## src/rtl/core/spsc_pkg.sv

```systemverilog
// ----------------------------------------------------------------------------
// spsc_pkg
// Shared widths, command codes and the command word between the front and
// back parts of the stack pop sequence checker.
// ----------------------------------------------------------------------------
package spsc_pkg;

	localparam int MAX_CARS = 1024;
	localparam int CAR_W    = 11;
	localparam int LEN_W    = 11;
	localparam int IDX_W    = (MAX_CARS > 1) ? $clog2(MAX_CARS) : 1;
	localparam int DEPTH_W  = $clog2(MAX_CARS + 1);
	localparam int NA_W     = CAR_W + 1;

	typedef enum logic [1:0] {
		CMD_PUSH = 2'd0,
		CMD_POP  = 2'd1,
		CMD_FAIL = 2'd2
	} cmd_kind_t;

	// For a push, lo is the first value to park and val is one past the last.
	// For a pop, val is the value that must be on top of the siding.
	// Values are car numbers minus one.
	typedef struct packed {
		cmd_kind_t          kind;
		logic [CAR_W-1:0]   lo;
		logic [CAR_W-1:0]   val;
		logic               last;
	} cmd_t;

	typedef struct packed {
		logic busy;
		logic failed;
	} back_status_t;

endpackage

```

## src/rtl/core/spsc_front.sv

```systemverilog
// ----------------------------------------------------------------------------
// spsc_front
// Holds the length register and the arrival bookkeeping, and turns each
// accepted car word into a push, pop or fail command for the back part.
// ----------------------------------------------------------------------------
module spsc_front (
	input  logic                    clk,
	input  logic                    arst_n,
	input  logic                    cfg_valid,
	output logic                    cfg_ready,
	input  logic [spsc_pkg::LEN_W-1:0] sequence_length,
	input  logic                    push,
	input  logic [spsc_pkg::CAR_W-1:0] car,
	input  logic                    cmd_full,
	output logic                    cmd_wr,
	output spsc_pkg::cmd_t          cmd_data
);
	import spsc_pkg::*;

	logic [LEN_W-1:0] len_q;
	logic [LEN_W-1:0] len_eff;
	logic [NA_W-1:0]  next_arr_q;
	logic [LEN_W-1:0] items_q;
	logic [LEN_W:0]   items_inc;
	logic             bad;
	logic             is_push;
	logic             last;

	assign cfg_ready = 1'b1;

	always_comb begin
		if (len_q == '0) begin
			len_eff = LEN_W'(1);
		end else if (int'(len_q) > MAX_CARS) begin
			len_eff = LEN_W'(MAX_CARS);
		end else begin
			len_eff = len_q;
		end
	end

	assign bad       = (car == '0) || (car > len_eff);
	assign is_push   = NA_W'(car) >= next_arr_q;
	assign items_inc = (LEN_W+1)'(items_q) + (LEN_W+1)'(1);
	assign last      = items_inc >= (LEN_W+1)'(len_eff);
	assign cmd_wr    = push && !cmd_full;

	always_comb begin
		cmd_data.lo   = CAR_W'(next_arr_q - NA_W'(1));
		cmd_data.val  = car - CAR_W'(1);
		cmd_data.last = last;
		if (bad) begin
			cmd_data.kind = CMD_FAIL;
		end else if (is_push) begin
			cmd_data.kind = CMD_PUSH;
		end else begin
			cmd_data.kind = CMD_POP;
		end
	end

	always_ff @(posedge clk or negedge arst_n) begin
		if (!arst_n) begin
			len_q      <= LEN_W'(1);
			next_arr_q <= NA_W'(1);
			items_q    <= '0;
		end else begin
			if (cfg_valid) begin
				len_q <= sequence_length;
			end
			if (cmd_wr) begin
				if (last) begin
					items_q    <= '0;
					next_arr_q <= NA_W'(1);
				end else begin
					items_q <= LEN_W'(items_inc);
					if (!bad && is_push) begin
						next_arr_q <= NA_W'(car) + NA_W'(1);
					end
				end
			end
		end
	end

endmodule

```

## config.mk

```make
export PLATFORM = sky130hd
export DESIGN_NAME = spsc_front
export DESIGN_NICKNAME = d
export VERILOG_FILES = /design/src/rtl/core/spsc_pkg.sv /design/src/rtl/core/spsc_front.sv
export SDC_FILE = /design/constraint.sdc
export NUM_CORES = 1
export LEC_CHECK = 0
export ABC_AREA = 0
export BUFFER_PORTS_ARGS = -buffer_cell sky130_fd_sc_hd__buf_2
export CAP_MARGIN = 20
export CORE_UTILIZATION = 34
export DETAILED_ROUTE_END_ITERATION = 12
export PLACE_DENSITY = 0.56
export SLEW_MARGIN = 40
export SYNTH_ARGS = -nofsm -noshare
export SYNTH_HDL_FRONTEND = slang
export SYNTH_SLANG_ARGS = --single-unit
```

## constraint.sdc

```tcl
create_clock -name clk -period 3.7 [get_ports clk]
set_input_delay 0.185 -clock clk [delete_from_list [all_inputs] [get_ports clk]]
set_output_delay 0.185 -clock clk [all_outputs]
set_load 0.01 [all_outputs]
```

# After elaboration in Yosys (flattened, before gate mapping)
# Cells that the tools add are included.
dict set report totals {
  ff_bits 34
  elab_cells 27
}
dict set report classes {
  n_reduce_logical 9
  magnitude_cmp 4
  add_sub_neg 4
  mux 7
}
# op count
set ops {}
lappend ops {{two-way mux 11 bit} 3}
lappend ops {{adder 11 x 1 -> 12 bit (second input constant)} 2}
lappend ops {{two-way mux 12 bit} 2}
lappend ops {{zero test 11 bit} 2}
lappend ops {{subtractor 11 x 1 -> 11 bit (second input constant)} 2}
lappend ops {{greater-or-equal comparator 11 x 12 -> 1 bit} 1}
lappend ops {{greater-or-equal comparator 12 x 11 -> 1 bit} 1}
lappend ops {{> comparator 11 bit} 1}
lappend ops {{> comparator 11 bit (second input constant)} 1}
lappend ops {{logical AND 1 bit} 2}
lappend ops {{zero test 1 bit} 2}
lappend ops {{two-way mux 2 bit} 1}
lappend ops {{AND reduction 2 bit} 1}
lappend ops {{nonzero test 2 bit} 1}
lappend ops {{logical OR 1 bit} 1}
lappend ops {{two-way mux 1 bit} 1}

# Depth between registers and ports, before layout
# Gate-level depths: netlist of the first run.
dict set report logic_depth {
  depth_word 9
  ltp_mapped 14
}

# Worst setup path after synthesis of the first run
# Ideal clock, no wire load.
dict set report synth_path {
  path_type {reg2reg}
  start {register items_q[2]}
  end {register next_arr_q[1]}
  slack_ns 0.847
  required_time_ns 3.622
  stages_incl_launch_ff 14
  n_path_buf 1
  setup_time_ns 0.078
  arrival_ns 2.775
  synth_period_minus_slack_ns 2.853
  path_cell_list {dfrtp_1 -> and3_1 -> and2b_1 -> and3_1 -> and3_1 -> xor2_1 -> ha_1 -> and3_1 -> a2111oi_2 -> o21ai_2 -> nor2_1 -> nand2_1 -> buf_6 -> o2bb2ai_1}
}
dict set report synth_between {
  elab_chain_len 4
  elab_cells_between_ends 5
  classes_between {add/sub: 1; order compare: 1; mux: 1; reduce/logical: 2}
}
# element line
set synth_rtl {}
lappend synth_rtl {{from (decl)} spsc_front.sv:23} ;# logic [LEN_W-1:0] items_q;
lappend synth_rtl {{from (signal assigned)} spsc_front.sv:74} ;# items_q <= LEN_W'(items_inc);
lappend synth_rtl {{adder 11 x 1 -> 12 bit (*)} spsc_front.sv:43} ;# assign items_inc = (LEN_W+1)'(items_q) + (LEN_W+1)'(1);
lappend synth_rtl {{greater-or-equal comparator 12 x 11 -> 1 bit (*)} spsc_front.sv:44} ;# assign last = items_inc >= (LEN_W+1)'(len_eff);
lappend synth_rtl {{nonzero test 2 bit (no source line)} -}
lappend synth_rtl {{AND reduction 2 bit (no source line)} -}
lappend synth_rtl {{to (signal assigned)} spsc_front.sv:76} ;# next_arr_q <= NA_W'(car) + NA_W'(1);
lappend synth_rtl {{to (decl)} spsc_front.sv:22} ;# logic [NA_W-1:0] next_arr_q;
# Mark *: on every way between the ends. The rest lies on a longest branch, timed or not.
# A chain may end at the register's enable or synchronous reset.

# Worst setup path after layout of the first run
dict set report layout_path {
  start {register items_q[2]}
  end {register next_arr_q[0]}
}
# Same word-level chain as after synthesis.

==> results.py, run 1 <==
metrics = {
    "run_status": {
        "run_status": "completed",
    },
    "worst_setup_path": {
        "crit_type": "register to register",
        "max_stage_delay_ns": 0.45,
        "critical_path.max_fanout": 15,
        "worstSetupEndpointType": "register",
        "crit_slowest_cell": "dfrtp_1",
        "crit_path_start_kind": "register",
        "crit_arrival_ns": 3.48,
        "worstPathCellList": "and3_1 -> and2b_1 -> nand3_1 -> xnor2_1 -> ha_1 -> a41oi_1 -> o21ai_0 -> a2111oi_2 -> o21ai_2 -> nor2_1 -> nand2_2 -> a2bb2oi_1",
        "cp.required_ns": 3.90,
    },
    "floorplanning": {
        "initial_utilization_pct": 35.3,
        "die_h_um": 94.4,
        "dieArea_um2": 8900,
        "dieWidth_um": 94.4,
        "rows": 33,
        "ios": 54,
        "core-area_um2": 8220,
    },
    "sta": {
        "clock_skew_ns": 0.00503,
        "layout_setup_ws_ns": 0.422,
        "slew_violations": 0,
        "post-route-period-util_pct": 88.6,
        "worst_pin_slew_ns": 0.543,
        "fmax_ghz": 0.305,
        "fin_crit_ns": 3.28,
        "slew_headroom_pct": 63.8,
        "finalHoldViolCount": 0,
        "grt_setup_unrepaired": "no",
        "setup_viol": 0,
        "fin_tns_setup_ns": 0,
    },
    "clock_network": {
        "clk_pin_slew_worst_paths_ns": 0.07,
        "clock_latency_ns": 0.29,
        "cts_buffer_depth": 2,
        "cts.root.buffer_cell": "clkbuf_8",
        "cts.sink_count": 34,
        "numCtsBuffers": 5,
        "cts_tree": "done",
        "post-cts-setup-buffers": 0,
        "h-tree-depth": 2,
    },
    "final_layout": {
        "layout-drive-gt1-share_pct": 21.6,
        "final_area_um2": 3290,
        "diodes": 0,
        "syn_to_final_growth_pct": 13.3,
        "nNetsFinal": 434,
    },
    "route": {
        "wl_mm": 6.73,
        "avgRoutedWirePerCell_um": 14.2,
        "ant_nets": 0,
        "vias_per_cell": 5.09,
        "dr.pass1.iters": 4,
        "dr_total_vias": 2420,
        "drc": 0,
        "drt_iter0_drc": 68,
    },
    "synth": {
        "synthFlopType": "dfrtp_1",
        "synthCells": 326,
        "syn_avg_cell_area_um2": 8.90,
        "async_reset_ff_share_pct": 100,
        "synth_nets": 391,
        "synth_edf_count": 0,
        "ys_ff_latch": 34,
        "yosysSeqAreaShare_pct": 29.4,
        "synth_area_um2": 2900,
        "ys_warn_count": 0,
        "synth_cell_types": 47,
    },
    "pwr": {
        "fin_total_pwr_mw": 1.75,
        "leakagePower_nw": 1.53,
        "power.density_nw_per_um2": 533,
        "ir_worst_vdd_uv": 205,
    },
    "global_routing": {
        "grt_remaining_overflow": 0,
        "grt_usage_pct": 16.7,
        "grt_pass1_vias": 2370,
        "antenna_found_initial": 0,
        "grt_max_degree": 35,
        "grt_pass1_wl_mm": 11.5,
    },
    "placed_design": {
        "pre_cts_slack_ns": 0.392,
        "globalplace.congestion": 0.846,
        "dp_hpwl_mm": 5.29,
        "io_buffers": 52,
        "dpl_cell_area_um2": 3180,
    },
    "run": {
        "max-cap-violations": 0,
    },
    "hold_path": {
        "worstHoldPathType": "input port to register",
    },
}
-- critical path, delay by kind of cell (launching register included) --
kind,cells,cell delay (ns)
fa+ha+maj,1,0.31
xor+xnor,1,0.16
flops,1,0.45
simple gates,5,1.05
compound gates,5,1.22
-- cells in the final DEF, fill, tap and decap left out, types with 2 or more instances in the layout --
cell type / instances
a211oi_1: 2
a21oi_1: 12
a31oi_1: 2
a41oi_1: 2
and3_1: 8
buf_2: 51
clkbuf_8: 6
dfrtp_1: 32
dfstp_2: 2
ha_1: 38
inv_1: 20
mux2_2: 10
nand2_1: 40
nand2b_1: 5
nand3_1: 15
nand4_1: 4
nor2_1: 15
nor2b_1: 2
nor3_1: 6
nor4_1: 5
nor4b_1: 2
o21ai_0: 19
o21ai_2: 2
o2bb2ai_1: 10
o31ai_1: 4
xnor2_1: 19
xor2_1: 15
-- cells by family after synthesis --
| logic type | count (synthesis) | share of synthesized area, % |
|---|---|---|
| XOR/XNOR | 34 | 10.3 |
| AO/OA/AOI/OAI | 60 | 14.0 |
| buffers and inverters | 37 | 6.43 |
| flip-flops | 34 | 29.4 |
| multiplexers | 10 | 3.88 |
| adder cells (fa/ha/maj) | 38 | 16.4 |
| AND/OR/NAND/NOR | 112 | 19.5 |
| other | 1 | 0.129 |
-- layer usage --
| metal | GRT usage [%] | wire (µm) | vias up |
|---|---|---|---|
| li1 | - | - | 1238 |
| met2 | 28.7 | 3160 | 47 |
| met5 | 0 | 0 | - |
| met1 | 21.4 | 3260 | 1130 |
| met4 | 5.13 | 83 | 0 |
| met3 | 2.66 | 225 | 5 |
-- synthesized netlist by cell type (2+ instances only) --
cell type   n  area, µm²
a211oi_1    2       15.0
a21oi_1    12       60.1
a31oi_1     2       12.5
a41oi_1     2       17.5
and3_1      8       50.1
buf_2       2       10.0
buf_4       4       30.0
buf_6       4       45.0
clkbuf_1    6       22.5
dfrtp_1    32        801
dfstp_2     2       52.6
ha_1       38        475
inv_1      20       75.1
mux2_2     10        113
nand2_1    41        154
nand2b_1    5       31.3
nand3_1    15       75.1
nand4_1     4       25.0
nor2_1     15       56.3
nor2b_1     2       12.5
nor3_1      6       30.0
nor4_1      5       31.3
nor4b_1     2       17.5
o21ai_0    19       95.1
o21ai_2     2       17.5
o2bb2ai_1  10       87.6
o31ai_1     4       30.0
xnor2_1    19        166
xor2_1     15        131
-- report_power, final --
group | switching [mW] | internal [mW]
clock | 0.140 | 0.150
sequential | 0.108 | 0.474
combinational | 0.483 | 0.395
-- sequential cells by signal (all words and copies together), names as in the netlist --
name / count
items_q: 11
len_q: 11
next_arr_q: 12
-- final timing paths --
kind,cells after the start,slack (ns),start,to
worst max-delay path,12,0.42,items_q[2],next_arr_q[0]
worst min-delay path,3,0.10,sequence_length[10],len_q[10]
worst max register to register,12,0.42,items_q[2],next_arr_q[0]
worst min register to register,1,0.49,next_arr_q[8],next_arr_q[8]
max in group asynchronous,2,2.99,arst_n,len_q[0]
min in group asynchronous,2,0.37,arst_n,next_arr_q[8]
-- metrics by stage --
stage          util (%)  std cells  hold WS [ns]
2_1_floorplan         -        326        -0.111
3_3_place_gp       38.7        466         0.304
3_5_place_dp       38.7        466         0.312
4_1_cts            39.9        475        0.0926
5_1_grt            40.0        475         0.114
6_report           40.0        475         0.103
-- area by class of cell --
cell class	instances	area, µm²
fillers	850	4930
multi-input cells	255	1860
flip-flops and latches	34	853
repair buffers	53	273
well taps	105	131
clock buffers	7	86.3
inverters	20	75.1
clock inverters	1	5.00
-- repair_timing --
| action | CTS | global route |
|---|---|---|
| setup endpoints to repair | 0 | 2 |
| gates resized for setup | 0 | 1 |
| hold buffers | 1 | 0 |
| hold endpoints to repair | 24 | 0 |
Note: power is estimated with default switching activity, not from simulation.
==> run 2, diff against run 1 <==
Settings changed: CORE_UTILIZATION 34 to 51, PLACE_DENSITY 0.56 to 0.77.
==> results.py, run 2 (synthesis results as in run 1) <==
metrics = {
    "sta": {
        "clock_skew_ns": 0.00153,
        "layout_setup_ws_ns": 0.404,
        "fin_tns_setup_ns": 0,
        "fin_crit_ns": 3.30,
        "setup_viol": 0,
        "grt_setup_unrepaired": "no",
        "slew_violations": 0,
        "fmax_ghz": 0.303,
        "slew_headroom_pct": 61.6,
        "worst_pin_slew_ns": 0.576,
        "finalHoldViolCount": 0,
        "post-route-period-util_pct": 89.1,
    },
    "floorplanning": {
        "die_h_um": 77.4,
        "dieWidth_um": 77.4,
        "ios": 54,
        "core-area_um2": 5510,
        "rows": 27,
        "initial_utilization_pct": 52.7,
        "dieArea_um2": 5990,
    },
    "pwr": {
        "leakagePower_nw": 1.53,
        "ir_worst_vdd_uv": 325,
        "power.density_nw_per_um2": 532,
        "fin_total_pwr_mw": 1.72,
    },
    "clock_network": {
        "h-tree-depth": 2,
        "cts_tree": "done",
        "post-cts-setup-buffers": 0,
        "cts_buffer_depth": 2,
        "numCtsBuffers": 5,
        "cts.root.buffer_cell": "clkbuf_8",
        "cts.sink_count": 34,
        "clk_pin_slew_worst_paths_ns": 0.06,
        "clock_latency_ns": 0.28,
    },
    "hold_path": {
        "worstHoldPathType": "input port to register",
    },
    "worst_setup_path": {
        "path_buf_inv": 0,
        "worstPathCellList": "and3_1 -> and2b_1 -> nand3_1 -> xnor2_1 -> ha_1 -> a41oi_1 -> o21ai_0 -> a2111oi_2 -> o21ai_2 -> nor2_1 -> nand2_2 -> a2bb2oi_1",
        "critPathTopFamily": "compound AO/OA/AOI/OAI gates",
        "worstSetupEndpointType": "register",
        "crit_type": "register to register",
        "crit_path_start_kind": "register",
        "cp.required_ns": 3.90,
        "max_stage_delay_ns": 0.45,
        "crit_slowest_cell": "dfrtp_1",
        "crit_arrival_ns": 3.50,
        "critical_path.max_fanout": 15,
    },
    "placed_design": {
        "pre_cts_slack_ns": 0.370,
        "globalplace.congestion": 0.878,
        "io_buffers": 52,
        "dp_hpwl_mm": 5.07,
    },
    "final_layout": {
        "final_cell_mix": "buf_2 (51), nand2_1 (40), ha_1 (38), dfrtp_1 (32), inv_1 (20)",
        "syn_to_final_growth_pct": 11.5,
        "nNetsFinal": 434,
        "final_core_util_pct": 58.7,
        "nFillCells": 492,
        "diodes": 0,
        "final_common_cell": "buf_2",
        "largest_register_ffs": 12,
        "reg_top3": "next_arr_q: 12 flops, items_q: 11 flops, len_q: 11 flops",
        "layout-drive-gt1-share_pct": 21.1,
        "largest-register": "next_arr_q",
    },
    "route": {
        "drt-met1-wl_mm": 2.88,
        "avgRoutedWirePerCell_um": 14.7,
        "ant_nets": 0,
        "drt_iter0_drc": 97,
        "vias_per_cell": 5.63,
        "dr_total_vias": 2489,
        "met2_length_mm": 3.20,
        "wl_mm": 6.51,
        "dr.pass1.iters": 4,
        "drc": 0,
        "wl_met3_um": 282,
        "top_layer": "met4",
    },
    "run_status": {
        "run_status": "completed",
    },
    "global_routing": {
        "grt_pass1_vias": 2572,
        "grt_max_degree": 35,
        "grt_pass1_wl_mm": 11.5,
        "grt_remaining_overflow": 0,
        "grt_usage_pct": 24.2,
        "antenna_found_initial": 0,
    },
    "run": {
        "max-cap-violations": 0,
    },
}
## run 2: cell count changes in the layout (fill, tap and decap cells not counted), sizes merged
cell	delta
clkinv	-1
clkbuf	+1
## run 2: worst register-to-register path, delay by kind of cell, from the launching register on
kind | cells | cell delay, ns
AND/OR/NAND/NOR | 5 | 1.05
AO/OA/AOI/OAI | 5 | 1.22
adder cells (fa/ha/maj) | 1 | 0.32
XOR/XNOR | 1 | 0.16
flip-flops | 1 | 0.45
## run 2: path summary, 6_finish.rpt
kind,startpoint,cells past startpoint,slack (ns),end
worst min register to register,items_q[10],2,0.49,items_q[10]
worst max-delay path,items_q[2],12,0.40,next_arr_q[0]
worst max register to register,items_q[2],12,0.40,next_arr_q[0]
max in group asynchronous,arst_n,2,2.98,len_q[0]
worst min-delay path,sequence_length[10],3,0.11,len_q[10]
min in group asynchronous,arst_n,2,0.39,next_arr_q[1]
## run 2: report_power, final
part	total (mW)	leakage (nW)	switching (mW)	internal [mW]
logic	0.876	1.06	0.481	0.395
clock network	0.259	0.0395	0.126	0.133
registers	0.586	0.429	0.111	0.475
total	1.72	1.53	0.718	1.00
## run 2: final cells by class
cell class	count	area, µm²	share of cell area [%]
Multi-Input combinational cell	255	1860	57.6
Sequential cell	34	853	26.4
Clock buffer	8	80.1	2.48
Tap cell	72	90.1	2.79
Inverter	20	75.1	2.32
Timing Repair Buffer	53	273	8.43
## run 2: stage by stage
step	area [µm²]	instances	hold WS, ns
after CTS	3230	442	0.108
final	3230	442	0.113
after global routing	3230	442	0.122
after global placement	3140	433	0.289
after detailed placement	3140	433	0.294
after floorplan	2900	326	-0.111
## run 2: layer usage
layer / global-route usage, % / up-vias
li1: - / 1237
met1: 29.3 / 1153
met2: 42.0 / 84
met3: 4.35 / 15
met4: 9.81 / 0
met5: 0 / -
## run 2: what timing repair did
item,4_1_cts,5_1_grt
resized for setup,0,1
hold buffers,1,0
hold endpoints to repair,32,0
endpoints found under the setup margin,0,8
==> run 3, diff against run 2 <==
Settings changed: RECOVER_POWER set to 100.
==> results.py, run 3 (synthesis results as in run 1) <==
metrics = {
    "run_status": {
        "run_status": "finished with violations",
        "failed_checks": "max-capacitance violations, max-slew violations",
    },
    "worst_setup_path": {
        "worstSetupEndpointType": "register",
        "endpoint": "next_arr_q[0]",
        "crit_type": "register to register",
        "regToRegStartpoint": "items_q[2]",
        "reg2regPathDepth": 12,
        "critical_path.max_fanout": 15,
        "crit_path_start_kind": "register",
        "rrSetupSlack_ns": 0.39,
        "crit_arrival_ns": 3.51,
        "critPathLaunch": "items_q[2]",
        "worstReg2RegEnd": "next_arr_q[0]",
        "cp.required_ns": 3.90,
    },
    "sta": {
        "fin_crit_ns": 3.31,
        "post-route-period-util_pct": 89.5,
        "finalHoldViolCount": 0,
        "grt_setup_unrepaired": "no",
        "slew_violations": 35,
        "clock_skew_ns": 0.00233,
        "slew_headroom_pct": -19.2,
        "worst_pin_slew_ns": 1.79,
        "fmax_ghz": 0.302,
        "setup_viol": 0,
        "fin_tns_setup_ns": 0,
    },
    "route": {
        "top_layer": "met4",
        "ant_nets": 0,
        "wl_met3_um": 250,
        "wl_mm": 6.53,
        "met2_length_mm": 3.18,
        "vias_per_cell": 5.62,
        "drt_iter0_drc": 84,
        "avgRoutedWirePerCell_um": 14.8,
        "drc": 0,
        "dr_total_vias": 2484,
        "drt-met1-wl_mm": 2.94,
        "dr.pass1.iters": 6,
    },
    "clock_network": {
        "cts_tree": "done",
        "cts.root.buffer_cell": "clkbuf_8",
        "h-tree-depth": 2,
        "numCtsBuffers": 5,
        "post-cts-setup-buffers": 0,
        "clk_pin_slew_worst_paths_ns": 0.06,
        "clock_latency_ns": 0.28,
        "cts_buffer_depth": 2,
        "cts.sink_count": 34,
    },
    "floorplanning": {
        "core-area_um2": 5510,
        "dieArea_um2": 5990,
        "rows": 27,
        "dieWidth_um": 77.4,
        "die_h_um": 77.4,
        "ios": 54,
        "initial_utilization_pct": 52.7,
    },
    "final_layout": {
        "reg_top3": "next_arr_q: 12 flops, items_q: 11 flops, len_q: 11 flops",
        "nNetsFinal": 434,
        "syn_to_final_growth_pct": 10.1,
        "final_cell_mix": "nand2_1 (40), ha_1 (38), dfrtp_1 (32), clkbuf_1 (28), buf_2 (27)",
        "final_common_cell": "nand2_1",
        "diodes": 0,
        "stdcell_count": 442,
        "layout-drive-gt1-share_pct": 13.5,
        "largest_register_ffs": 12,
        "largest-register": "next_arr_q",
    },
    "placed_design": {
        "globalplace.congestion": 0.878,
        "dp_hpwl_mm": 5.07,
        "io_buffers": 52,
        "dp_cells": 433,
    },
    "global_routing": {
        "grt_pass1_wl_mm": 11.5,
        "grt_pass1_vias": 2572,
        "antenna_found_initial": 0,
        "grt_max_degree": 35,
        "grt_remaining_overflow": 0,
        "grt_usage_pct": 24.2,
    },
    "pwr": {
        "power.density_nw_per_um2": 530,
        "leakagePower_nw": 1.44,
        "ir_worst_vdd_uv": 324,
    },
    "run": {
        "max-cap-violations": 1,
    },
    "hold_path": {
        "worstHoldPathType": "input port to register",
    },
}
run 3: cell count changes in the layout (fill, tap and decap cells not counted):
cell      previous run  this run
buf_2               51        27
buf_4                1         0
clkbuf_1             3        28
dfstp_1              0         2
dfstp_2              2         0
o311ai_0             0         1
o311ai_2             1         0
run 3: final cells by class:
class | count | area (µm²)
clock buffer | 8 | 80.1
inverter | 20 | 75.1
timing repair buffer | 53 | 239
tap | 72 | 90.1
sequential | 34 | 853
fill | 508 | 2310
multi-input combinational | 255 | 1860
run 3: through the flow:
stage | worst slack (ns) | power [mW] | util (%) | hold WS, ns | instance area (µm²)
2_1_floorplan | 0.847 | 1.21 | - | -0.111 | 2900
3_3_place_gp | 0.523 | 1.43 | 57.0 | 0.289 | 3140
3_5_place_dp | 0.370 | 1.46 | 57.0 | 0.294 | 3140
4_1_cts | 0.350 | 1.73 | 58.6 | 0.108 | 3230
5_1_grt | 0.0587 | 1.86 | 58.0 | 0.122 | 3190
6_report | 0.389 | 1.69 | 58.0 | 0.115 | 3190
run 3: worst min path at each step:
stage                     slack (ns)       endpoint           startpoint  depth (start not counted)
after global routing            0.12       len_q[1]   sequence_length[1]                          2
after floorplan                -0.11     items_q[0]               arst_n                          0
after detailed placement        0.29  next_arr_q[1]               arst_n                          1
after global placement          0.29  next_arr_q[1]               arst_n                          1
after CTS                       0.11      len_q[10]  sequence_length[10]                          3
final                           0.11      len_q[10]  sequence_length[10]                          3
run 3: power breakdown:
part           internal, mW  total, mW  switching (mW)
combinational         0.367      0.850           0.484
sequential            0.473      0.584           0.112
clock                 0.133      0.259           0.125
total                 0.973       1.69           0.720
run 3: critical path, cell delays in order (launching register included):
cell,delay (ns)
dfrtp_1,0.45
and3_1,0.22
and2b_1,0.22
nand3_1,0.13
xnor2_1,0.16
ha_1,0.32
a41oi_1,0.21
o21ai_0,0.18
a2111oi_2,0.41
o21ai_2,0.25
nor2_1,0.29
nand2_2,0.20
a2bb2oi_1,0.17
run 3: timing repair:
item                                    CTS  global route
endpoints found under the setup margin    0             8
resized for setup                         0             1
hold endpoints to repair                 32             0
hold buffers                              1             0
run 3: routing by layer:
layer / track usage [%] / up-vias
met5: 0 / -
met4: 9.81 / 0
met3: 4.35 / 14
met2: 42.0 / 77
met1: 29.3 / 1157
li1: - / 1236
