### config.mk
export PLATFORM = sky130hd
export DESIGN_NAME = spsc_cmd_fifo
export DESIGN_NICKNAME = d
export VERILOG_FILES = /design/src/rtl/core/spsc_pkg.sv /design/src/rtl/core/spsc_cmd_fifo.sv
export SDC_FILE = /design/constraint.sdc
export NUM_CORES = 1
export LEC_CHECK = 0
export BUFFER_PORTS_ARGS = -buffer_cell sky130_fd_sc_hd__buf_4
export CORE_UTILIZATION = 35
export DETAILED_ROUTE_END_ITERATION = 7
export PLACE_DENSITY = 0.57
export SLEW_MARGIN = 30
export SYNTH_ARGS = -nofsm -noshare
export SYNTH_HDL_FRONTEND = slang
export SYNTH_SLANG_ARGS = --single-unit
export TNS_END_PERCENT = 30
### constraint.sdc
create_clock -name clk -period 2.3 [get_ports clk]
set_clock_uncertainty 0.2 [all_clocks]
set_input_delay 0.46 -clock clk [delete_from_list [all_inputs] [get_ports clk]]
set_output_delay 0.46 -clock clk [all_outputs]
set_load 0.02 [all_outputs]
### src/rtl/core/spsc_pkg.sv
// ----------------------------------------------------------------------------
// spsc_pkg
// Shared widths, command codes and the command word between the front and
// back parts of the stack pop sequence checker.
// ----------------------------------------------------------------------------
package spsc_pkg;

	localparam int MAX_CARS = 1024;
	localparam int CAR_W    = 11;
	localparam int LEN_W    = 11;
	localparam int IDX_W    = (MAX_CARS > 1) ? $clog2(MAX_CARS) : 1;
	localparam int DEPTH_W  = $clog2(MAX_CARS + 1);
	localparam int NA_W     = CAR_W + 1;

	typedef enum logic [1:0] {
		CMD_PUSH = 2'd0,
		CMD_POP  = 2'd1,
		CMD_FAIL = 2'd2
	} cmd_kind_t;

	// For a push, lo is the first value to park and val is one past the last.
	// For a pop, val is the value that must be on top of the siding.
	// Values are car numbers minus one.
	typedef struct packed {
		cmd_kind_t          kind;
		logic [CAR_W-1:0]   lo;
		logic [CAR_W-1:0]   val;
		logic               last;
	} cmd_t;

	typedef struct packed {
		logic busy;
		logic failed;
	} back_status_t;

endpackage

### src/rtl/core/spsc_cmd_fifo.sv
// ----------------------------------------------------------------------------
// spsc_cmd_fifo
// Two-entry command queue that lets the front and back parts stall
// independently.
// ----------------------------------------------------------------------------
module spsc_cmd_fifo (
	input  logic           clk,
	input  logic           arst_n,
	input  logic           wr_en,
	input  spsc_pkg::cmd_t wr_data,
	input  logic           rd_en,
	output spsc_pkg::cmd_t rd_data,
	output logic           full,
	output logic           empty
);
	import spsc_pkg::*;

	cmd_t       slot_q [2];
	logic       wr_ptr_q;
	logic       rd_ptr_q;
	logic [1:0] count_q;
	logic       do_wr;
	logic       do_rd;

	assign full    = count_q == 2'd2;
	assign empty   = count_q == 2'd0;
	assign do_wr   = wr_en && !full;
	assign do_rd   = rd_en && !empty;
	assign rd_data = slot_q[rd_ptr_q];

	always_ff @(posedge clk) begin
		if (do_wr) begin
			slot_q[wr_ptr_q] <= wr_data;
		end
	end

	always_ff @(posedge clk or negedge arst_n) begin
		if (!arst_n) begin
			wr_ptr_q <= 1'b0;
			rd_ptr_q <= 1'b0;
			count_q  <= 2'd0;
		end else begin
			if (do_wr) begin
				wr_ptr_q <= !wr_ptr_q;
			end
			if (do_rd) begin
				rd_ptr_q <= !rd_ptr_q;
			end
			case ({do_wr, do_rd})
				2'b10:   count_q <= count_q + 2'd1;
				2'b01:   count_q <= count_q - 2'd1;
				default: count_q <= count_q;
			endcase
		end
	end

endmodule

; Yosys cells after proc, flatten, opt, wreduce, memory -nomap -nowiden
; Memories as Yosys holds them, arrays and structs flattened.
; Cells that the tools add are included.
[op_classes]
n_reduce_logical = 8
muxes = 3
n_addsub = 2
n_eq_ne = 3
[op_table]
columns = operator, count
row1 = $eq A2 B2 Y1 const B, 2
row2 = $logic_not A1 Y1, 4
row3 = $pmux W2 S2, 1
row4 = $add A2 B1 Y2 const B, 1
row5 = $eq A2 B1 Y1 const B, 1
row6 = $logic_and A1 B1 Y1, 2
row7 = $logic_not A2 Y1, 1
row8 = $mux W1, 2
row9 = $reduce_bool A2 Y1, 1
row10 = $sub A2 B1 Y2 const B, 1
[totals]
ramBits = 50
output_inout_bits = 27
memories = 1
reg_bits = 4
[memory_table]
columns = memory, depth, width, read_ports, rd_clocked_by_memory_dff, wr, line_no
row1 = slot_q, 2, 25, 1, 0, 1, spsc_cmd_fifo.sv:18  ; cmd_t slot_q [2];

; Longest topological paths before layout
; Gate-level depths: netlist of run 1.
[logic_depth]
word_depth = 5
ltp_mapped = 6
mapped_depth_nobuf = 6

; Least setup slack after synthesis of run 1
; No wires, ideal clock.
[synth_timing]
path_type = reg-to-reg
from = register count_q[0]
to = memory slot_q[0][0] (netlist name), enable pin
arrival_time_ps = 1702
setup_slack_ps = -9
period_less_slack_ps = 2309
setup_ps = 407
path_stages_with_launch = 4
cell_sequence = dfrtp_1 -> nand2b_1 -> nand2_1 -> nor2_1
[synth_via]
elab_chain_len = 5
[synth_lines]
columns = item, line_no
row1 = "start, declared", spsc_cmd_fifo.sv:21  ; logic [1:0] count_q;
row2 = "start signal, assigned", spsc_cmd_fifo.sv:50  ; 2'b10: count_q <= count_q + 2'd1;
row3 = "start signal, assigned", spsc_cmd_fifo.sv:51  ; 2'b01: count_q <= count_q - 2'd1;
row4 = "start signal, assigned", spsc_cmd_fifo.sv:52  ; default: count_q <= count_q;
row5 = $eq A2 B2 Y1, spsc_cmd_fifo.sv:25  ; assign full = count_q == 2'd2;
row6 = $logic_not A1 Y1, spsc_cmd_fifo.sv:27  ; assign do_wr = wr_en && !full;
row7 = $logic_and A1 B1 Y1, spsc_cmd_fifo.sv:27
row8 = $mux W1, spsc_cmd_fifo.sv:32  ; if (do_wr) begin
row9 = $mux W1 (not written as such), spsc_cmd_fifo.sv:33  ; slot_q[wr_ptr_q] <= wr_data;
row10 = "end, declared", spsc_cmd_fifo.sv:18
; No other way between the ends.

==> impl.org, run 1 <==
** Route
- Dividing the detail-routed wire length by the instance count gives approximately 14 µm.
- In the routed layout, each cell is associated on average with a via count of 4.389.
- ANT nets after route :: 0
- After detailed routing, the number of remaining DRC violations is 0.
- DR iter-0 viols :: 56
- The routed design has 3311 µm of wire.
- The routed layout has 1,027 vias.
- Before antenna repair, the detailed router went through 4 iterations.

** STA
- Worst relative slew slack :: about 68%
- Measured slew at the worst slew-check pin :: approximately 0.48 ns
- The worst path in the final design needs a cycle of ~2.1 ns, including I/O delays and setup.
- Fraction of the cycle the final worst path needs :: just over 90%
- In the final timing run, aggregate negative setup slack is 0 ns.
- Static timing analysis puts the maximum clock frequency at about 470 MHz.
- Setup violations remaining at the end of the flow were counted as 0.
- Worst hold slack across all endpoints :: 0.1373 ns
- Max-slew violation total from the final report :: 0
- Unrepaired setup endpoints after global routing :: false
- Total count of hold-check failures in the final report :: 0

** Finish
- At the end of the flow, the number of nets in the layout was ~190.
- Number of filler cells placed in the layout :: roughly 470
- The count of cells in the finished layout, fillers not included, comes to 234.
- The repair_antennas step left the layout with diodes totalling 0.
- Cells fill between 40 and 50% of the core in the end.
- Cells with a size suffix above 1 make up around three fifths of the layout.
- From synthesis to final layout, the design area changed by 28.69%.
- Most common cell after layout, fill and taps aside :: sky130_fd_sc_hd__buf_4
- The top cell types in the final layout, fill and taps aside, are sky130_fd_sc_hd__buf_4 (59), sky130_fd_sc_hd__edfxtp_1 (50), sky130_fd_sc_hd__mux2_4 (19).

** Worst setup path
- Data on the critical path arrives at its endpoint at roughly 1.5 ns.
- At the worst endpoint, the required time is between 1.5 and 2 ns.
- By startpoint and endpoint, the worst setup path is classified as register to output port.
- Critical Path Start Type :: register
- CP Capture Type :: output port
- Critical-path maximum fanout :: 18

** Floorplan
- Number of top-level design ports :: 56
- Placement Rows :: 27
- The floorplan step defined a die boundary enclosing around 6300 µm².
- In this run the vertical extent of the chip is between 70 and 80 µm.
- Core area :: between 5000 and 6000 µm²
- From left edge to right edge, the die measures ~80 µm.
- Initial standard-cell utilization of the core :: 37.26%

** Worst hold path
- The path class of the tightest hold or removal check is primary input to register.

** Pwr
- Power Density :: around 1200 nW/µm²
- Peak supply drop :: ~780 µV
- The completed layout was analyzed and its total power is 3368 µW.
- LEAKAGE :: between 0.001 and 0.0015 µW

** GRT
- Across every metal layer, demand over resource in global routing totals a little under an eighth.
- Global-route wire length before repair :: about 5200 µm
- The via count of the first global-routing pass came to 1,092.
- Entering global routing, the biggest net connects 19 pins.
- Global routing finished with a remaining overflow of 0.
- The number of antenna violations at the first check in global routing came to 0.

** Synthesis
- Synthesis inferred 54 register bits.
- The synthesized design contains 50 enable-type register cells.
- Prevailing post-synth register cell :: sky130_fd_sc_hd__edfxtp_1
- Post-synth net total :: 126
- During synthesis, Yosys emitted a total of 0 warnings.
- sky130_fd_sc_hd__edfxtp_1 takes more of the synthesized area than any other cell.
- In the synthesized netlist, the number of instances is 96.
- Mean instance size in the synthesized netlist :: about 22 µm²
- The synthesized netlist contains 15 unique library cells.
- Share of flip-flops with an asynchronous set or reset :: under 10%
- Area share of the largest cell type after synthesis :: 71.43%
- Summing every instance area after synthesis gives between 2000 and 2500 µm².
- Sequential share of the synthesized area :: 76.19%
- Area contributors post-synth :: sky130_fd_sc_hd__edfxtp_1 (71%), sky130_fd_sc_hd__mux2_4 (14%), sky130_fd_sc_hd__dfrtp_1 (4.8%), sky130_fd_sc_hd__mux2_2 (3.2%), sky130_fd_sc_hd__buf_12 (1.9%)

** Clock network
- After clock tree synthesis, the repair step resized 0 gates.
- Clock latency on the worst-skew pair, taken at its later pin, is 0.30 ns.
- The H-tree generated during clock tree synthesis spans 2 levels.
- # Post-CTS Setup Buffers :: 0
- TritonCTS built the clock tree.
- Number of clock sinks seen by CTS :: 54
- The cell sitting at the root of the clock tree is a sky130_fd_sc_hd__clkbuf_8.
- Clock buffer count from CTS :: 5
- Clock tree buffer depth :: 2
- After clock tree synthesis, the clock-pin slew on the worst setup and hold paths is about 0.10 ns.

** Outcome
- Run status :: completed

** Place
- At the end of routability-driven placement, the weighted congestion stood at 0.6959.
- IO Port Bufs :: 55
- Post-detailed-placement half-perimeter wirelength :: between 2000 and 2500 µm
- In this run, placement finished with an instance count of 225.

** Flow run
- Max-cap viol count :: 0
-- routing by layer --
metal	vias to the layer above	global-route usage [%]	part of all wire, %	wire (µm)
met5	-	0	0	0
met4	0	3.818	0.76	25
met3	4	4.686	7.9	261
met2	46	18.55	48	1582
met1	485	13.53	44	1442
li1	492	-	-	-
-- synth_stat cells (2+ instances only) --
library cell	instances
sky130_fd_sc_hd__nor2_1	3
sky130_fd_sc_hd__xnor2_1	3
sky130_fd_sc_hd__dfrtp_1	4
sky130_fd_sc_hd__mux2_4	19
sky130_fd_sc_hd__mux2_2	6
sky130_fd_sc_hd__buf_12	2
sky130_fd_sc_hd__xor2_1	2
sky130_fd_sc_hd__edfxtp_1	50
-- stage by stage --
| step | cell area, µm² | setup slack, ns |
|---|---|---|
| final | 2705 | 0.1524 |
| after global placement | 2606 | 0.4889 |
| after global routing | 2705 | 0.07982 |
| after CTS | 2705 | 0.1210 |
| after floorplan | 2105 | 0.3972 |
| after detailed placement | 2606 | 0.4635 |
-- area by class of cell --
cell class	instances	area, µm²	area share [%]
Clock buffer	5	68.82	2.544
Sequential cell	54	1602	59.20
Multi-Input combinational cell	38	447.9	16.56
Tap cell	72	90.09	3.330
Clock inverter	3	20.02	0.7401
Inverter	1	3.754	0.1388
Timing Repair Buffer	61	473.0	17.48
-- power by group --
part	switching, µW	internal [µW]	total (µW)
logic	719	713	1430
clock network	298	215	513
registers	74.9	1350	1420
total	1090	2280	3370
-- path summary, 6_finish.rpt --
path / slack (ns) / start / cells after the start / endpoint
setup / recovery: 0.15 / rd_ptr_q$_DFFE_PN0P_ / 3 / rd_data[17]
hold / removal: 0.14 / wr_data[16] / 1 / slot_q[0][16]$_DFFE_PP_
setup reg to reg: 0.52 / count_q[0]$_DFFE_PN0P_ / 3 / slot_q[1][3]$_DFFE_PP_
hold reg to reg: 0.31 / count_q[1]$_DFFE_PN0P_ / 1 / count_q[1]$_DFFE_PN0P_
max in group asynchronous: 1.53 / arst_n / 2 / rd_ptr_q$_DFFE_PN0P_
min in group asynchronous: 0.27 / arst_n / 2 / count_q[0]$_DFFE_PN0P_
-- logic make-up after synthesis --
logic type	count (synthesis)	synth area share, %
simple gates	7	1.726
mux	25	16.79
buf+inv	4	2.619
flops	54	76.19
xor+xnor	5	2.084
fa+ha+maj	1	0.5951
-- repair_timing --
action                                  CTS  global route
hold buffers                              1             0
endpoints found under the setup margin    0             0
endpoints found under the hold margin     4             0
-- worst max-delay path, cell delays in order, from the launching register on --
cell	delay, ns
sky130_fd_sc_hd__dfrtp_1	0.35
sky130_fd_sc_hd__buf_4	0.30
sky130_fd_sc_hd__mux2_2	0.38
sky130_fd_sc_hd__buf_4	0.16
-- state kept, by name, summed over array words and instances (netlist names) --
register	count
wr_ptr_q	1
rd_ptr_q	1
count_q	2
slot_q	50
(Power assumes the default switching activity.)
==> run 2, diff against run 1 <==
--- a/config.mk
+++ b/config.mk
@@ -8,7 +8,10 @@
 export BUFFER_PORTS_ARGS = -buffer_cell sky130_fd_sc_hd__buf_4
 export CORE_UTILIZATION = 35
 export DETAILED_ROUTE_END_ITERATION = 7
+export HOLD_SLACK_MARGIN = 0.06
 export PLACE_DENSITY = 0.57
+export RECOVER_POWER = 50
+export SETUP_SLACK_MARGIN = 0.05
 export SLEW_MARGIN = 30
 export SYNTH_ARGS = -nofsm -noshare
 export SYNTH_HDL_FRONTEND = slang
==> impl.org, run 2 (same netlist as run 1, synthesis figures left out) <==
** Worst setup path
- Setup slack of the worst register-to-register path :: 0.50 ns (was 0.52 ns)
- Type of the worst setup path :: register to output port (unchanged)
- The endpoint type of the worst setup path was an output port (unchanged).
- Critical-path maximum fanout :: 18 (unchanged)
- The nature of the critical path startpoint was a register (unchanged).
- Arrival @ worst endpoint :: 1.48 ns (was 1.49 ns)
- The required time of the critical path was 1.64 ns (about the same).

** Clock network
- Clock root buffer :: sky130_fd_sc_hd__clkbuf_8 (unchanged)
- Number of clock sinks seen by CTS :: 54 (unchanged)
- The number of instances resized during post-cts repair came to 0 (unchanged).
- The number of buffers inserted to repair setup after CTS is 0 (unchanged).
- The total clock buffers created by CTS is 5 (unchanged).
- Max H-tree Level :: 2 (unchanged)
- Clock tree buffer depth :: 2 (unchanged)
- Clock latency on the worst-skew pair :: 0.30 ns (about the same)
- The TritonCTS clock tree is done (unchanged).
- Hold_buf cts :: 1 (unchanged)
- The clock transition at the registers of the reported paths is 0.10 ns (about the same).

** Pwr
- Peak supply drop :: 771.3 µV (was 784.9 µV)
- The power density over the cells was 1254 nW/µm² (was 1245 nW/µm²).
- LEAKAGE :: 0.001047 µW (was 0.001082 µW)

** Floorplan
- Placement Rows :: 27 (unchanged)
- The number of top-level pins is 56 (unchanged).
- Core area :: 5642 µm² (unchanged)
- The y dimension of the die was 79.50 µm (unchanged).
- Area enclosed by the die boundary :: 6319 µm² (unchanged)
- The initial core utilization came to 37.26% (unchanged).
- The chip width is 79.50 µm (unchanged).

** Finish
- Commonest cells after routing, fill and taps aside :: sky130_fd_sc_hd__edfxtp_1 (50), sky130_fd_sc_hd__buf_4 (31), sky130_fd_sc_hd__mux2_4 (19), sky130_fd_sc_hd__clkbuf_4 (19), sky130_fd_sc_hd__clkbuf_1 (8) (was sky130_fd_sc_hd__buf_4 (59), sky130_fd_sc_hd__edfxtp_1 (50), sky130_fd_sc_hd__mux2_4 (19))
- Final nets :: 191 (unchanged)
- The register with the most flip-flops is slot_q (unchanged).
- The most common cell after layout, fill and taps aside is sky130_fd_sc_hd__edfxtp_1 (was sky130_fd_sc_hd__buf_4).
- Number of flip-flops under the largest register name :: 50 (unchanged)
- Largest regs :: slot_q: 50 flops, count_q: 2 flops (unchanged)
- Antenna diode instance count :: 0 (unchanged)
- Number of filler cells placed in the layout :: 478 (was 468)
- Flip-flop and latch area :: 1602 µm² (unchanged)
- The share of post-route cells with drive strength above 1 came to 51.85% (was 58.02%).
- The area of the multi-input gates is 442.9 µm² (was 447.9 µm²).
- The area growth from synthesis to final layout is 26.90% (was 28.69%).

** GRT
- GRT Util Overall :: 11.38% (unchanged)
- Number of global-route vias before repair :: 1,092 (unchanged)
- The global-route wire length before repair came to 5237 µm (unchanged).
- The largest net degree at the start of global routing was 19 (unchanged).
- GRT overflow :: 0 (unchanged)
- Initial antenna violation count :: 0 (unchanged)

** STA
- The worst hold slack after final layout is 0.1610 ns (was 0.1373 ns).
- The final max-slew violation count is 0 (unchanged).
- Unrepaired setup endpoints after global routing: false (unchanged).
- The upper clock frequency limit came to 466.4 MHz (was 465.6 MHz).
- Measured slew at the worst slew-check pin :: 0.4910 ns (was 0.4758 ns)
- The relative max-transition margin was 67.27% (was 68.28%).
- Fraction of the cycle the final worst path needs :: 93.22% (was 93.38%)
- Sum of negative setup slack :: 0 ns (unchanged)
- The final critical-path required period is 2.144 ns (was 2.148 ns).
- The number of failing setup endpoints in the final timing report is 0 (unchanged).
- The number of hold-slack violations in the final timing report is 0 (unchanged).

** Place
- Gpl congestion :: 0.6959 (unchanged)
- IO Port Bufs :: 55 (unchanged)
- The total half-perimeter wirelength after legalization and detailed placement was 2356 µm (unchanged).

** Route
- The total length of routed wires was 3280 µm (was 3311 µm).
- Total via count after detailed routing :: 1,034 (was 1,027)
- DR WL/cell :: 14.02 µm (was 14.15 µm)
- The final antenna-violating net count is 0 (unchanged).
- Number of search-and-repair iterations in the first detailed-routing pass :: 4 (unchanged)
- The average via count per standard cell came to 4.419 (was 4.389).
- Number of remaining DRC errors :: 0 (unchanged)
- The DRC marker count from the first detailed-route iteration is 49 (was 56).

** Flow run
- Max-cap viol count :: 0 (unchanged)

** Outcome
- Run status :: completed (unchanged)

** Worst hold path
- The type of the tightest min-delay check is primary input to register (unchanged).
## run 2: cell types whose count changed in the layout (fill, tap and decap cells not counted)
cell                       delta
sky130_fd_sc_hd__buf_4       -28
sky130_fd_sc_hd__clkbuf_1     +8
sky130_fd_sc_hd__clkbuf_2     +1
sky130_fd_sc_hd__clkbuf_4    +19
sky130_fd_sc_hd__nor2_1       +1
sky130_fd_sc_hd__nor2_2       -1
sky130_fd_sc_hd__nor2b_1      +1
sky130_fd_sc_hd__nor2b_2      -1
## run 2: power by group
part	internal, µW	leakage (µW)	switching [µW]
Sequential	1350	0.000511	73.3
Clock	215	0.0000422	297
Combinational	695	0.000494	716
Total	2260	0.00105	1090
## run 2: metrics by stage
step	instances	power (µW)	setup WS [ns]	util [%]	instance area [µm²]
after detailed placement	225	2908	0.4635	46.20	2606
after CTS	234	3418	0.1210	47.95	2705
after floorplan	96	2446	0.3972	-	2105
after global routing	234	3524	0.07982	47.28	2668
after global placement	225	2868	0.4889	46.20	2606
final	234	3346	0.1560	47.28	2668
## run 2: worst paths after layout
kind	end	cells past startpoint	startpoint
max	rd_data[17]	3	rd_ptr_q$_DFFE_PN0P_
min	slot_q[1][19]$_DFFE_PP_	1	wr_data[19]
max reg2reg	slot_q[0][3]$_DFFE_PP_	4	count_q[0]$_DFFE_PN0P_
min reg2reg	count_q[1]$_DFFE_PN0P_	1	count_q[1]$_DFFE_PN0P_
max in group asynchronous	rd_ptr_q$_DFFE_PN0P_	2	arst_n
min in group asynchronous	count_q[0]$_DFFE_PN0P_	2	arst_n
## run 2: critical path: stages (launching register included)
cell and delay, ns:
sky130_fd_sc_hd__dfrtp_1 0.35, sky130_fd_sc_hd__buf_4 0.30, sky130_fd_sc_hd__mux2_2 0.38, sky130_fd_sc_hd__buf_4 0.16
## run 2: metal layers
metal  global-route usage, %  vias up  share of wire [%]  wire (µm)
li1                        -      493                  -          -
met1                   13.53      491                 43       1414
met2                   18.55       46                 49       1591
met3                   4.686        4                7.6        248
met4                   3.818        0               0.76         25
met5                       0        -                  0          0
## run 2: area by class of cell
| cell class | instances | share of cell area (%) |
|---|---|---|
| Sequential cell | 54 | 60.04 |
| Tap cell | 72 | 3.377 |
| Inverter | 1 | 0.1407 |
| Clock inverter | 3 | 0.7505 |
| Timing Repair Buffer | 61 | 16.51 |
| Multi-Input combinational cell | 38 | 16.60 |
| Clock buffer | 5 | 2.580 |
==> run 3, diff against run 2 <==
==> constraint.sdc (replaced) <==
create_clock -name clk -period 2.3 [get_ports clk]
set_clock_uncertainty 0.2 [all_clocks]
set_input_delay 0.115 -clock clk [delete_from_list [all_inputs] [get_ports clk]]
set_output_delay 0.115 -clock clk [all_outputs]
set_load 0.02 [all_outputs]
==> impl.org, run 3 (same netlist as run 1, synthesis figures left out) <==
** Finish
- Multi-input combinational cell area :: 445.4 µm² (was 442.9 µm²)
- Most common cell after layout, fill and taps aside :: sky130_fd_sc_hd__edfxtp_1 (unchanged)
- Largest regs: slot_q: 50 flops, count_q: 2 flops (unchanged).
- Layout cell share with drive strength beyond 1 :: 45.50% (was 51.85%)
- Antenna diode instance count :: 0 (unchanged)
- The register with the most flip-flops is slot_q (unchanged).
- Flip-flop and latch area :: 1602 µm² (unchanged)
- The final cell utilization of the core is 52.94% (was 47.28%).
- The number of filler cells placed in the layout was 480 (was 478).
- Commonest cells after routing, fill and taps aside: sky130_fd_sc_hd__edfxtp_1 (50), sky130_fd_sc_hd__dlygate4sd3_1 (29), sky130_fd_sc_hd__buf_4 (29) (was sky130_fd_sc_hd__edfxtp_1 (50), sky130_fd_sc_hd__buf_4 (31), sky130_fd_sc_hd__mux2_4 (19), sky130_fd_sc_hd__clkbuf_4 (19), sky130_fd_sc_hd__clkbuf_1 (8)).
- The number of nets in the layout came to 218 (was 191).
- The number of flip-flops in the largest register was 50 (unchanged).
- Signed area change from the synthesized netlist to the final layout :: 42.08% (was 26.90%)

** Clock network
- # Post-CTS Setup Buffers :: 0 (unchanged)
- The CTS sink count is 54 (unchanged).
- Reg clk slew, reported paths :: 0.10 ns (about the same)
- The root buffer cell was sky130_fd_sc_hd__clkbuf_8 (unchanged).
- Clock latency on the worst-skew pair :: 0.31 ns (was 0.30 ns)
- Max H-tree Level :: 2 (unchanged)
- Clock tree buffer depth :: 2 (unchanged)
- Clock tree from TritonCTS :: done (unchanged)
- The total clock buffers created by CTS came to 5 (unchanged).

** STA
- The final max-slew violation count was 0 (unchanged).
- The number of hold-slack violations in the final timing report was 0 (unchanged).
- The relative max-transition margin is 60.22% (was 67.27%).
- Fraction of the cycle the final worst path needs :: 85.67% (was 93.22%)
- Max Clock Freq :: 507.5 MHz (was 466.4 MHz)
- The transition at the pin with the smallest max-transition slack was 0.5944 ns (was 0.4910 ns).
- Unrepaired setup endpoints after global routing: false (unchanged).
- Endpoints failing setup :: 0 (unchanged)
- Worst hold slack across all endpoints :: 0.3053 ns (was 0.1610 ns)
- Sum of negative setup slack :: 0 ns (unchanged)
- Final critical-path required period :: 1.970 ns (was 2.144 ns)

** GRT
- The global-route wire length before repair was 5444 µm (was 5237 µm).
- The total congestion overflow after global routing was 0 (unchanged).
- The overall fraction of global-route tracks in use was 11.89% (was 11.38%).
- Largest net degree at the start of global routing :: 21 (was 19)
- The number of antenna violations at the first check in global routing is 0 (unchanged).
- The via count of the first global-routing pass was 1,168 (was 1,092).

** Pwr
- The power density over the cells was 1171 nW/µm² (was 1254 nW/µm²).
- LEAKAGE :: 0.001180 µW (was 0.001047 µW)
- The peak supply drop was 560.1 µV (was 771.3 µV).

** Floorplan
- The core footprint was 5642 µm² (unchanged).
- The cell row count is 27 (unchanged).
- The number of top-level pins came to 56 (unchanged).
- Die Span X :: 79.50 µm (unchanged)
- Area enclosed by the die boundary :: 6319 µm² (unchanged)
- The initial core utilization was 37.26% (unchanged).
- Die height :: 79.50 µm (unchanged)

** Worst setup path
- Arrival @ worst endpoint :: 1.66 ns (was 1.48 ns)
- Worst EP required :: 1.99 ns (was 1.64 ns)
- Slowest CP cell :: sky130_fd_sc_hd__dfrtp_1 (was sky130_fd_sc_hd__mux2_2)
- Type of the worst setup path :: register to output port (unchanged)
- Slowest stage delay, CP :: 0.56 ns (was 0.38 ns)
- The most frequent cell on the critical path is sky130_fd_sc_hd__buf_4 (unchanged).
- The nature of the critical path startpoint was a register (unchanged).
- Total buffers and inverters traversed by the critical path :: 2 (unchanged)
- The family with the most delay on the worst path is flip-flops (was buffers and inverters).
- Setup slack of the worst register-to-register path :: 0.38 ns (was 0.50 ns)
- Critical-path maximum fanout :: 11 (was 18)
- The endpoint type of the worst setup path is an output port (unchanged).
- Critical path cell sequence :: buf_4 -> mux2_4 -> buf_4 (was buf_4 -> mux2_2 -> buf_4)

** Route
- DRT Wirelength :: 3508 µm (was 3280 µm)
- The final antenna-violating net count was 0 (unchanged).
- The routed wire length per instance is 13.44 µm (was 14.02 µm).
- Number of search-and-repair iterations in the first detailed-routing pass :: 4 (unchanged)
- The total DRC errors in the routed layout came to 0 (unchanged).
- The DRC marker count from the first detailed-route iteration was 49 (unchanged).
- Total via count after detailed routing :: 1,127 (was 1,034)
- Vias per inst :: 4.318 (was 4.419)

** Flow run
- The max-capacitance violation count was 0 (unchanged).

** Outcome
- Run status :: completed (unchanged)

** Place
- The total half-perimeter wirelength after legalization and detailed placement was 2309 µm (was 2356 µm).
- IO Port Bufs :: 55 (unchanged)
- Gpl congestion :: 0.7213 (was 0.6959)

** Worst hold path
- The type of the tightest min-delay check is register to register (was primary input to register).
==> run 3: cell count changes in the layout (fill, tap and decap cells not counted), sizes merged <==
cell | previous run | this run
dlygate4sd3 | 1 | 29
buf | 32 | 31
bufinv | 0 | 1
clkbuf | 33 | 34
clkinv | 1 | 0
inv | 2 | 1
==> run 3: cell type report <==
type | instances | share of cell area [%]
clock buffers | 6 | 2.430
multi-input cells | 38 | 14.91
clock inverters | 2 | 1.257
flip-flops and latches | 54 | 53.62
inverters | 1 | 0.1257
repair buffers | 88 | 24.63
well taps | 72 | 3.016
==> run 3: worst paths after layout <==
| path | depth (start not counted) | start | to |
|---|---|---|---|
| max | 3 | rd_ptr_q$_DFFE_PN0P_ | rd_data[21] |
| max reg2reg | 4 | count_q[0]$_DFFE_PN0P_ | slot_q[0][6]$_DFFE_PP_ |
| min in group asynchronous | 3 | arst_n | wr_ptr_q$_DFFE_PN0N_ |
| min | 1 | wr_ptr_q$_DFFE_PN0N_ | wr_ptr_q$_DFFE_PN0N_ |
| max in group asynchronous | 3 | arst_n | rd_ptr_q$_DFFE_PN0P_ |
| min reg2reg | 1 | wr_ptr_q$_DFFE_PN0N_ | wr_ptr_q$_DFFE_PN0N_ |
==> run 3: where the power goes <==
group | switching [µW] | internal, µW
registers | 98.9 | 1350
logic | 704 | 729
clock network | 291 | 325
==> run 3: routing by layer <==
layer / track usage, % / wire (µm) / up-vias
li1: - / - / 547
met1: 13.88 / 1498 / 535
met2: 20.77 / 1781 / 42
met3: 3.886 / 196 / 3
met4: 3.273 / 31 / 0
met5: 0 / 0 / -
==> run 3: per-stage QoR <==
stage	setup WS, ns	instance area, µm²	power, µW	cells
2_1_floorplan	0.3972	2105	2446	96
3_3_place_gp	0.5905	2611	2883	224
3_5_place_dp	0.5279	2611	2905	224
4_1_cts	0.2915	3012	3560	261
5_1_grt	0.2240	2987	3676	261
6_report	0.3295	2987	3497	261
==> run 3: repair_timing <==
item / in CTS / in global routing
hold endpoints to repair: 56 / 0
hold buffers: 29 / 0
setup endpoints to repair: 0 / 0
gates resized for setup: 0 / 0
==> run 3: worst register-to-register path, delay by kind of cell (launching register included) <==
family                 cells  cell delay (ns)
buffers and inverters      1             0.25
and+or+nand+nor            3             0.76
DFF                        1             0.42
